**src/design/gdc_pkg.sv**
```systemverilog
package gdc_pkg;

  typedef struct packed {
    logic [13:0] year;
    logic [3:0]  month;
    logic [4:0]  day;
    logic [13:0] ref_year;
    logic [3:0]  ref_month;
    logic [4:0]  ref_day;
  } gdc_in_t;

  typedef struct packed {
    logic       date_valid;
    logic       ref_valid;
    logic [8:0] day_of_year;
    logic [4:0] days_in_month;
    logic [8:0] days_in_year;
    logic [2:0] weekday;
    logic [1:0] ordering;
  } gdc_out_t;

  typedef enum logic [1:0] {
    ORD_BEFORE  = 2'd0,
    ORD_EQUAL   = 2'd1,
    ORD_AFTER   = 2'd2,
    ORD_INVALID = 2'd3
  } gdc_order_e;

  localparam logic [13:0] YEAR_MIN     = 14'd1600;
  localparam logic [13:0] YEAR_MAX     = 14'd9999;
  localparam logic [3:0]  MONTH_FEB    = 4'd2;
  localparam logic [3:0]  MONTH_DEC    = 4'd12;
  // floor(x/100) = (x*5243) >> 19 for every 14-bit x
  localparam logic [12:0] DIV100_MUL   = 13'd5243;
  localparam int          DIV100_SHIFT = 19;
  localparam int          PROD100_W    = 27;
  // floor(s/7) = (s*74899) >> 19 for s below 14979
  localparam logic [16:0] DIV7_MUL     = 17'd74899;
  localparam int          DIV7_SHIFT   = 19;
  localparam int          PROD7_W      = 31;
  localparam logic [13:0] WDAY_OFFSET  = 14'd5;

  // Stage 1 -> stage 2
  typedef struct packed {
    gdc_in_t               req;
    logic [PROD100_W-1:0]  y_prod;
    logic [PROD100_W-1:0]  r_prod;
    logic [PROD100_W-1:0]  p_prod;
    logic                  lt;
    logic                  eq;
  } gdc_s1_t;

  // Stage 2 -> stage 3
  typedef struct packed {
    logic       date_valid;
    logic       ref_valid;
    logic [8:0] doy;
    logic [4:0] dim;
    logic [8:0] diy;
    logic [13:0] cnt;
    gdc_order_e ord;
  } gdc_s2_t;

  function automatic logic [4:0] month_days(logic [3:0] m, logic leap);
    logic [4:0] len;
    unique case (m)
      4'd1, 4'd3, 4'd5, 4'd7, 4'd8, 4'd10, 4'd12: len = 5'd31;
      4'd4, 4'd6, 4'd9, 4'd11:                     len = 5'd30;
      MONTH_FEB:                                   len = leap ? 5'd29 : 5'd28;
      default:                                     len = 5'd0;
    endcase
    return len;
  endfunction

  function automatic logic [8:0] month_start(logic [3:0] m);
    logic [8:0] s;
    unique case (m)
      4'd2:    s = 9'd31;
      4'd3:    s = 9'd59;
      4'd4:    s = 9'd90;
      4'd5:    s = 9'd120;
      4'd6:    s = 9'd151;
      4'd7:    s = 9'd181;
      4'd8:    s = 9'd212;
      4'd9:    s = 9'd243;
      4'd10:   s = 9'd273;
      4'd11:   s = 9'd304;
      4'd12:   s = 9'd334;
      default: s = 9'd0;
    endcase
    return s;
  endfunction

  // q is floor(y/100)
  function automatic logic is_leap(logic [13:0] y, logic [7:0] q);
    logic cent;
    cent = ((14'(q) * 14'd100) == y);
    return (y[1:0] == 2'b00) && (!cent || (q[1:0] == 2'b00));
  endfunction

  function automatic logic date_ok(logic [13:0] y, logic [3:0] m, logic [4:0] d,
                                   logic leap);
    return (y >= YEAR_MIN) && (y <= YEAR_MAX) && (m != 4'd0) && (m <= MONTH_DEC)
        && (d != 5'd0) && (d <= month_days(m, leap));
  endfunction

endpackage

```
**src/design/gdc_div_stage.sv**
```systemverilog
module gdc_div_stage (
  input  logic             clk_i,
  input  logic             en_i,
  input  gdc_pkg::gdc_in_t req_i,
  output gdc_pkg::gdc_s1_t s1_o
);
  import gdc_pkg::*;

  logic [13:0] yy;
  logic [13:0] p;
  gdc_s1_t     s1_d, s1_q;

  always_comb begin
    yy = req_i.year - YEAR_MIN;
    p  = yy - 14'd1;
    s1_d.req    = req_i;
    s1_d.y_prod = PROD100_W'(req_i.year) * PROD100_W'(DIV100_MUL);
    s1_d.r_prod = PROD100_W'(req_i.ref_year) * PROD100_W'(DIV100_MUL);
    s1_d.p_prod = PROD100_W'(p) * PROD100_W'(DIV100_MUL);
    s1_d.lt = {req_i.year, req_i.month, req_i.day}
            < {req_i.ref_year, req_i.ref_month, req_i.ref_day};
    s1_d.eq = {req_i.year, req_i.month, req_i.day}
           == {req_i.ref_year, req_i.ref_month, req_i.ref_day};
  end

  always_ff @(posedge clk_i) begin
    if (en_i) begin
      s1_q <= s1_d;
    end
  end

  assign s1_o = s1_q;

endmodule

```
**src/design/gdc_cal_stage.sv**
```systemverilog
module gdc_cal_stage (
  input  logic             clk_i,
  input  logic             en_i,
  input  gdc_pkg::gdc_s1_t s1_i,
  output gdc_pkg::gdc_s2_t s2_o
);
  import gdc_pkg::*;

  logic [7:0]  qy, qr, qp;
  logic        leap_y, leap_r;
  logic [13:0] yy, p;
  logic [11:0] leaps;
  gdc_s2_t     s2_d, s2_q;

  always_comb begin
    qy = s1_i.y_prod[DIV100_SHIFT +: 8];
    qr = s1_i.r_prod[DIV100_SHIFT +: 8];
    qp = s1_i.p_prod[DIV100_SHIFT +: 8];
    leap_y = is_leap(s1_i.req.year, qy);
    leap_r = is_leap(s1_i.req.ref_year, qr);
    yy = s1_i.req.year - YEAR_MIN;
    p  = yy - 14'd1;
    // leap years in [1600, year): p/4 - p/100 + p/400 + 1
    if (yy == 14'd0) begin
      leaps = 12'd0;
    end else begin
      leaps = p[13:2] - 12'(qp) + 12'(qp[7:2]) + 12'd1;
    end

    s2_d.date_valid = date_ok(s1_i.req.year, s1_i.req.month, s1_i.req.day, leap_y);
    s2_d.ref_valid  = date_ok(s1_i.req.ref_year, s1_i.req.ref_month,
                              s1_i.req.ref_day, leap_r);
    s2_d.doy = month_start(s1_i.req.month) + 9'(s1_i.req.day)
             + 9'((s1_i.req.month > MONTH_FEB) && leap_y);
    s2_d.dim = month_days(s1_i.req.month, leap_y);
    s2_d.diy = leap_y ? 9'd366 : 9'd365;
    // 365 = 1 mod 7, so one per elapsed year is enough
    s2_d.cnt = 14'(s2_d.doy) + yy + 14'(leaps) + WDAY_OFFSET;

    if (!(s2_d.date_valid && s2_d.ref_valid)) begin
      s2_d.ord = ORD_INVALID;
    end else if (s1_i.lt) begin
      s2_d.ord = ORD_BEFORE;
    end else if (s1_i.eq) begin
      s2_d.ord = ORD_EQUAL;
    end else begin
      s2_d.ord = ORD_AFTER;
    end
  end

  always_ff @(posedge clk_i) begin
    if (en_i) begin
      s2_q <= s2_d;
    end
  end

  assign s2_o = s2_q;

endmodule

```
**src/design/gdc_wday_stage.sv**
```systemverilog
module gdc_wday_stage (
  input  logic              clk_i,
  input  logic              en3_i,
  input  logic              en4_i,
  input  gdc_pkg::gdc_s2_t  s2_i,
  output gdc_pkg::gdc_out_t out_o
);
  import gdc_pkg::*;

  gdc_s2_t              s3_q;
  logic [PROD7_W-1:0]   prod_q;
  logic [11:0]          q7;
  logic [13:0]          rem;
  gdc_out_t             out_d, out_q;

  // stage 3: reciprocal multiply for the mod-7
  always_ff @(posedge clk_i) begin
    if (en3_i) begin
      s3_q   <= s2_i;
      prod_q <= PROD7_W'(s2_i.cnt) * PROD7_W'(DIV7_MUL);
    end
  end

  // stage 4: remainder and zeroing of invalid dates
  always_comb begin
    q7  = prod_q[DIV7_SHIFT +: 12];
    rem = s3_q.cnt - 14'(q7) * 14'd7;
    out_d.date_valid    = s3_q.date_valid;
    out_d.ref_valid     = s3_q.ref_valid;
    out_d.day_of_year   = s3_q.date_valid ? s3_q.doy : 9'd0;
    out_d.days_in_month = s3_q.date_valid ? s3_q.dim : 5'd0;
    out_d.days_in_year  = s3_q.date_valid ? s3_q.diy : 9'd0;
    out_d.weekday       = s3_q.date_valid ? rem[2:0] : 3'd0;
    out_d.ordering      = s3_q.ord;
  end

  always_ff @(posedge clk_i) begin
    if (en4_i) begin
      out_q <= out_d;
    end
  end

  assign out_o = out_q;

endmodule

```
**src/design/gregorian_date_calculator_core.sv**
```systemverilog
// Throughput: one request per cycle when the output is not stalled; four
// register stages (divide-by-100 multiplies, calendar decode, mod-7 multiply,
// remainder/output register). A stalled output holds the run of full stages
// that ends at the output; stages behind the first empty one still advance and fill.
// Reset (rst_ni low, asynchronous) clears the stage valid bits only.
module gregorian_date_calculator_core (
  input  logic              clk_i,
  input  logic              rst_ni,
  input  logic              in_valid_i,
  output logic              in_ready_o,
  input  gdc_pkg::gdc_in_t  in_data_i,
  output logic              out_valid_o,
  input  logic              out_ready_i,
  output gdc_pkg::gdc_out_t out_data_o
);
  import gdc_pkg::*;

  logic [3:0] vld_q, vld_d;
  logic [3:0] adv;
  gdc_s1_t    s1;
  gdc_s2_t    s2;

  // a stage may load when it is empty or its content moves on
  always_comb begin
    adv[3] = !vld_q[3] || out_ready_i;
    adv[2] = !vld_q[2] || adv[3];
    adv[1] = !vld_q[1] || adv[2];
    adv[0] = !vld_q[0] || adv[1];
    vld_d[0] = adv[0] ? in_valid_i : vld_q[0];
    vld_d[1] = adv[1] ? vld_q[0]   : vld_q[1];
    vld_d[2] = adv[2] ? vld_q[1]   : vld_q[2];
    vld_d[3] = adv[3] ? vld_q[2]   : vld_q[3];
  end

  always_ff @(posedge clk_i or negedge rst_ni) begin
    if (!rst_ni) begin
      vld_q <= '0;
    end else begin
      vld_q <= vld_d;
    end
  end

  gdc_div_stage u_div (
    .clk_i (clk_i),
    .en_i  (adv[0] && in_valid_i),
    .req_i (in_data_i),
    .s1_o  (s1)
  );

  gdc_cal_stage u_cal (
    .clk_i (clk_i),
    .en_i  (adv[1] && vld_q[0]),
    .s1_i  (s1),
    .s2_o  (s2)
  );

  gdc_wday_stage u_wday (
    .clk_i (clk_i),
    .en3_i (adv[2] && vld_q[1]),
    .en4_i (adv[3] && vld_q[2]),
    .s2_i  (s2),
    .out_o (out_data_o)
  );

  assign in_ready_o  = adv[0];
  assign out_valid_o = vld_q[3];

  a_invalid_zero: assert property (@(posedge clk_i) disable iff (!rst_ni)
    out_valid_o && !out_data_o.date_valid |->
      out_data_o.day_of_year == 9'd0 && out_data_o.weekday == 3'd0
      && out_data_o.ordering == ORD_INVALID)
    else $error("invalid date with nonzero results");

  a_valid_range: assert property (@(posedge clk_i) disable iff (!rst_ni)
    out_valid_o && out_data_o.date_valid |->
      out_data_o.weekday <= 3'd6 && out_data_o.day_of_year != 9'd0
      && out_data_o.day_of_year <= out_data_o.days_in_year)
    else $error("valid date with results out of range");

  a_order_needs_both: assert property (@(posedge clk_i) disable iff (!rst_ni)
    out_valid_o && out_data_o.ordering != ORD_INVALID |->
      out_data_o.date_valid && out_data_o.ref_valid)
    else $error("ordering given for an invalid date");

  a_stall_holds_pipe: assert property (@(posedge clk_i) disable iff (!rst_ni)
    vld_q == 4'b1111 && !out_ready_i |=> vld_q == 4'b1111)
    else $error("full pipeline lost an entry under stall");

endmodule
```
**config.mk**
```make
export PLATFORM = sky130hd
export DESIGN_NAME = gregorian_date_calculator_core
export DESIGN_NICKNAME = d
export VERILOG_FILES = /design/src/design/gdc_pkg.sv /design/src/design/gdc_div_stage.sv /design/src/design/gdc_cal_stage.sv /design/src/design/gdc_wday_stage.sv /design/src/design/gregorian_date_calculator_core.sv
export SDC_FILE = /design/constraint.sdc
export NUM_CORES = 1
export LEC_CHECK = 0
export BUFFER_PORTS_ARGS = -buffer_cell sky130_fd_sc_hd__buf_2
export CAP_MARGIN = 20
export CORE_MARGIN = 2
export CORE_UTILIZATION = 30
export DETAILED_ROUTE_END_ITERATION = 16
export MAX_ROUTING_LAYER = met4
export SETUP_SLACK_MARGIN = 0.3
export SKIP_LAST_GASP = 1
export SLEW_MARGIN = 40
export SYNTH_ARGS = -nofsm -noshare
export SYNTH_HDL_FRONTEND = slang
export SYNTH_HIERARCHICAL = 1
export SYNTH_SLANG_ARGS = --single-unit
```
**constraint.sdc**
```tcl
create_clock -name clk_i -period 11.56 [get_ports clk_i]
set_input_delay 0.578 -clock clk_i [delete_from_list [all_inputs] [get_ports clk_i]]
set_output_delay 0.578 -clock clk_i [all_outputs]
set_load 0.01 [all_outputs]
```
; Yosys cells after proc, flatten, opt, wreduce, memory -nomap -nowiden
; Memory sizes are Yosys's and may differ from the RTL's. A register that Yosys moved wholly into a read port is not among the register bits.
; Cells that the tools add are included.
[classes]
addsub = 13
n_mul = 7
n_lt_le_gt_ge = 10
eq_ne = 27
n_mux = 9
n_reduce_logical = 43
[ops]
columns = cell, n
row1 = $mul 14x13->27 const B, 3
row2 = $eq 4x4->1 const B, 10
row3 = $eq 4x3->1 const B, 8
row4 = $mul 14x17->31 const B, 1
row5 = $pmux 5 s3, 2
row6 = $eq 14x14->1, 2
row7 = $ge 14x11->1 const B, 2
row8 = $le 14x14->1 const B, 2
row9 = $sub 14x1->14 const B, 2
row10 = $sub 14x11->14 const B, 2
row11 = $mul 8x5->12 const B, 2
row12 = $eq 23x23->1, 1
row13 = $lt 23x23->1, 1
row14 = $logic_and 1x1->1, 18
row15 = $eq 4x2->1 const B, 4
row16 = $add 14x12->14, 1
row17 = $add 14x3->14 const B, 1
row18 = $add 9x14->14, 1
row19 = $logic_not 14->1, 1
row20 = $reduce_or 7->1, 2
row21 = $add 12x1->12 const B, 1
row22 = $add 12x6->12, 1
row23 = $mul 12x3->3 const B, 1
row24 = $mux 12, 1
row25 = other kinds (17), 39
[word_totals]
ff_bits = 265
rom_bits = 144
input_bits = 50
word_cells = 147
memories = 1
[mem_list]
columns = memory, words, word_bits, rd, rd_ports_with_merged_regs, wr, line_no
row1 = (name not given), 16, 9, 1, 1, 0, gdc_pkg.sv:77  ; unique case (m)

; Depth between registers and ports, before layout
[depth]
word_depth = 10
ltp_mapped = 30
mapped_depth_nobuf = 30

; Hierarchy
; Netlist, hierarchy kept.
[modules_own_cells]
columns = mod, n_inst, cells_per_inst, area_each_um2, seq_area_each_um2
row1 = gdc_div_stage, 1, 1465, 16115.5, 3813.7
row2 = gdc_cal_stage, 1, 606, 5584.1, 960.9
row3 = gdc_wday_stage, 1, 323, 4305.4, 1891.8
row4 = gregorian_date_calculator_core, 1, 16, 185.2, 100.1

; Worst setup path after synthesis
; Ideal clock, no wire load.
[synth_timing]
path_kind = input to register
startpoint = in out_ready_i
endpoint = reg u_div.s1_q (netlist bit u_div/s1_o[0]), enable pin
setup_time_ns = 0.809
t_arrival_ns = 9.964
slack_ns = 0.787
stages = 2
n_path_buf = 0
path_cell_list = and4b_4 > a21boi_0
[synth_between]
elab_chain_len = 5
[synth_lines]
columns = item, line_no
row1 = "start, declared", gregorian_date_calculator_core.sv:13  ; input logic out_ready_i,
row2 = $logic_or 1x1->1, gregorian_date_calculator_core.sv:25  ; adv[3] = !vld_q[3] || out_ready_i;
row3 = $logic_or 1x1->1, gregorian_date_calculator_core.sv:26  ; adv[2] = !vld_q[2] || adv[3];
row4 = $logic_or 1x1->1, gregorian_date_calculator_core.sv:27  ; adv[1] = !vld_q[1] || adv[2];
row5 = $logic_or 1x1->1, gregorian_date_calculator_core.sv:28  ; adv[0] = !vld_q[0] || adv[1];
row6 = $logic_and 1x1->1, gregorian_date_calculator_core.sv:45  ; .en_i (adv[0] && in_valid_i),
row7 = "end signal, assigned", gdc_div_stage.sv:28  ; s1_q <= s1_d;
row8 = "end, declared", gdc_div_stage.sv:11  ; gdc_s1_t s1_d, s1_q;
; No other way between the ends.
; A chain may end at the register's enable or synchronous reset.

==> results.md <==
- The flow ran to the end, and the final reports show no timing, DRC or antenna violations.
- The overall die area is slightly above 0.08 mm².
- The count of nets left with antenna violations after detail routing is 0.
- The endpoint identified for the worst register-to-register timing path is u_cal/s2_o[15]$_DFFE_PP_.
- For the worst setup path, the data required time is between 10 and 15 ns.
- The starting utilization of the core area is between 30% and 40%.
- The worst setup path is launched from a flop.
- Once detailed placement completed, the half-perimeter wirelength came to between 40000 and 50000 µm.
- Of all nets on the critical path, the largest fanout is 4.
- The via count of the first global-routing pass came to about 16000.
- After detailed routing, the average wire length per cell comes to 14.1 µm.
- The initial detailed-routing violation count is ~780.
- Global routing consumed, over all layers together, 12.5% of the routing resources.
- The placeable core area is 0.0789 mm².
- At the end of routability-driven placement, the weighted congestion stood at around 0.84.
- For the pin with the worst max-slew slack, the measured transition is 0.807 ns.
- After synthesis, the mean cell area works out to ~11 µm².
- The final critical path takes up between 60% and 70% of the cycle.
- For this run, the number of Yosys warnings is 6.
- In this run the worst hold path is classified as in2reg.
- Including well taps, the total number of placed cells is about 3400.
- For this run, the number of standard cells in the final layout without fillers is between 3000 and 4000.
- The synthesized instance count is around 2300.
- The fmax is between 100 and 150 MHz.
- The number of nets at the end of the flow is between 3000 and 4000.
- The endpoint of the most critical setup path is u_cal/s2_o[15]$_DFFE_PP_.
- The die is 286 µm wide.
- The fraction of final layout cells sized beyond drive strength 1 is under 10%.
- The TritonCTS clock tree is built.
- The number of endpoints with negative hold slack in the final report is 0.
- Summing every instance area after synthesis gives around 0.024 mm².
- The worst register-to-register path begins at u_div/s1_o[77]$_DFFE_PP_.
- The root buffer cell is sky130_fd_sc_hd__clkbuf_16.
- The clock arrives with 0.0196 ns of skew.
- The critical path is of the reg2reg type.
- The number of antenna violations at the first check in global routing was 1.
- The clock network latency to the later pin of the worst-skew pair is about 0.44 ns.
- CTS saw 171 sinks.
- The number of rows in the core area is between 100 and 150.
- The via density per instance is ~4.4.
- The routed layout has 15100 vias.
- The total negative slack for setup checks is 0 ns.
- The vertical extent of the die is ~290 µm.
- The final wirelength is between 40000 and 50000 µm.
- The CTS H-tree depth is 4.
- The count of fill cells added during filler insertion is roughly 8000.
- For the worst setup path, the data arrival time is between 8 and 9 ns.
- The wire length of the first global-routing pass is a little over 80000 µm.
- The minimum setup slack among reg-to-reg paths is 3.74 ns.
- Summed over all layers, the global routing overflow is 0.
- The number of buffers created by CTS is 17.
- In the routed design, unresolved DRC markers number 0.
- The capturing element type of the critical path is a flop.
- After clock tree synthesis, the clock-pin slew on the worst setup and hold paths is approximately 0.080 ns.
- Before antenna repair, the detailed router went through 5 iterations.
- Measured in cells, the most critical reg-to-reg path has a length of 25.
- Once the clock tree was built, the resizer swapped 0 gates to a different size.
- Tracing the worst setup path back leads to its startpoint at u_div/s1_o[77]$_DFFE_PP_.
- roughly 80 I/O pins were placed.
- Once layout is done, the placed cells without fillers occupy 0.0262 mm².
- The number of post-CTS setup repair buffers is 0.
- The area added between synthesis and finish is 9.85%.
- The area after detailed placement is about 0.026 mm².
- The maximum number of pins on one net before global-route repair is 73.
- During placement, the flow inserted port buffers numbering 81.
- Setup repair after global routing left no endpoint under its margin.
- The normalized max-slew margin is a little under half.
- Across the run, the number of max-cap violations was 0.
- The number of pins exceeding their max-slew limit in the final report was 0.
- For the finished layout, the period the worst path requires is between 7 and 8 ns.
- The clock passes through at most 2 buffers.
- The total setup violations reported at the end of the flow is 0.
==> how the worst min path moves through the flow <==
stage / end / cells past startpoint / from / slack (ns)
detailed placement: vld_q[0]$_DFFE_PN0P_ / 1 / rst_ni / 0.39
finish: vld_q[0]$_DFFE_PN0P_ / 2 / in_valid_i / 0.34
CTS: vld_q[0]$_DFFE_PN0P_ / 2 / in_valid_i / 0.32
global placement: vld_q[3]$_DFFE_PN0P_ / 1 / rst_ni / 0.39
floorplan: vld_q[0]$_DFFE_PN0P_ / 0 / rst_ni / 0.28
global route: u_div/s1_o[110]$_DFFE_PP_ / 1 / in_data_i[27] / 0.32
==> area by class of cell <==
| type | count | area [µm²] | share of cell area, % |
|---|---|---|---|
| clock inverters | 15 | 195 | 0.744 |
| diodes | 2 | 5.00 | 0.0191 |
| well taps | 1050 | 1310 | 5.01 |
| multi-input cells | 1526 | 16700 | 63.5 |
| flip-flops and latches | 171 | 5110 | 19.5 |
| repair buffers | 87 | 484 | 1.85 |
| clock buffers | 17 | 425 | 1.62 |
| inverters | 538 | 2020 | 7.70 |
==> routing by layer <==
metal / wire length (µm) / share of wire [%] / up-vias / global-route usage (%)
li1: - / - / 7671 / -
met1: 24100 / 50 / 7230 / 17.1
met2: 22300 / 46 / 191 / 20.7
met3: 1110 / 2.3 / 35 / 0.845
met4: 601 / 1.3 / 0 / 2.29
met5: 0 / 0 / - / -
==> worst max-delay path, stage by stage (launching register included) <==
cell	delay, ns
sky130_fd_sc_hd__edfxtp_1	0.44
sky130_fd_sc_hd__ha_1	0.33
sky130_fd_sc_hd__ha_1	0.32
sky130_fd_sc_hd__fa_1	0.46
sky130_fd_sc_hd__ha_1	0.36
sky130_fd_sc_hd__a21o_1	0.18
sky130_fd_sc_hd__a21o_1	0.20
sky130_fd_sc_hd__a21o_1	0.19
sky130_fd_sc_hd__a21oi_1	0.18
sky130_fd_sc_hd__xnor2_1	0.08
sky130_fd_sc_hd__a311oi_1	0.64
sky130_fd_sc_hd__o21ai_1	0.21
sky130_fd_sc_hd__fa_1	0.46
sky130_fd_sc_hd__fa_1	0.49
sky130_fd_sc_hd__inv_1	0.06
sky130_fd_sc_hd__fa_1	0.45
sky130_fd_sc_hd__ha_1	0.31
sky130_fd_sc_hd__ha_1	0.23
sky130_fd_sc_hd__fa_1	0.42
sky130_fd_sc_hd__a21o_1	0.20
sky130_fd_sc_hd__a21oi_1	0.21
sky130_fd_sc_hd__nor2b_1	0.09
sky130_fd_sc_hd__or4_1	0.45
sky130_fd_sc_hd__a211oi_1	0.35
sky130_fd_sc_hd__a21oi_1	0.14
sky130_fd_sc_hd__xnor2_1	0.15
==> state kept, by name, summed over array words and instances, names as in the netlist <==
register,count
u_div/s1_o,72
u_cal/s2_o,32
u_wday/out_o,30
u_wday/s3_q,26
u_wday/out_d,4
vld_q,4
u_wday/prod_q,3
==> metrics by stage <==
step	setup WS, ns	hold slack (ns)	utilization [%]
after floorplan	4.50	0.282	-
after global placement	3.87	0.387	32.3
after detailed placement	3.74	0.388	32.4
after CTS	3.70	0.317	33.2
after global routing	3.20	0.323	33.2
final	3.74	0.341	33.2
==> layout by cell type, fill, tap and decap left out, types with 46 or more instances in the layout <==
| cell | n |
|---|---|
| sky130_fd_sc_hd__a21o_1 | 50 |
| sky130_fd_sc_hd__a21oi_1 | 91 |
| sky130_fd_sc_hd__buf_2 | 81 |
| sky130_fd_sc_hd__edfxtp_1 | 167 |
| sky130_fd_sc_hd__fa_1 | 248 |
| sky130_fd_sc_hd__ha_1 | 537 |
| sky130_fd_sc_hd__inv_1 | 537 |
| sky130_fd_sc_hd__nand2_1 | 62 |
| sky130_fd_sc_hd__o21ai_0 | 46 |
| sky130_fd_sc_hd__xnor2_1 | 102 |
==> repair_timing <==
action / 4_1_cts / 5_1_grt
endpoints found under the hold margin: 4 / 0
hold buffers: 1 / 0
setup endpoints to repair: 0 / 0
Power is not shown: default switching activity piles up to over one toggle a cycle in this logic, so the estimate is an artifact.
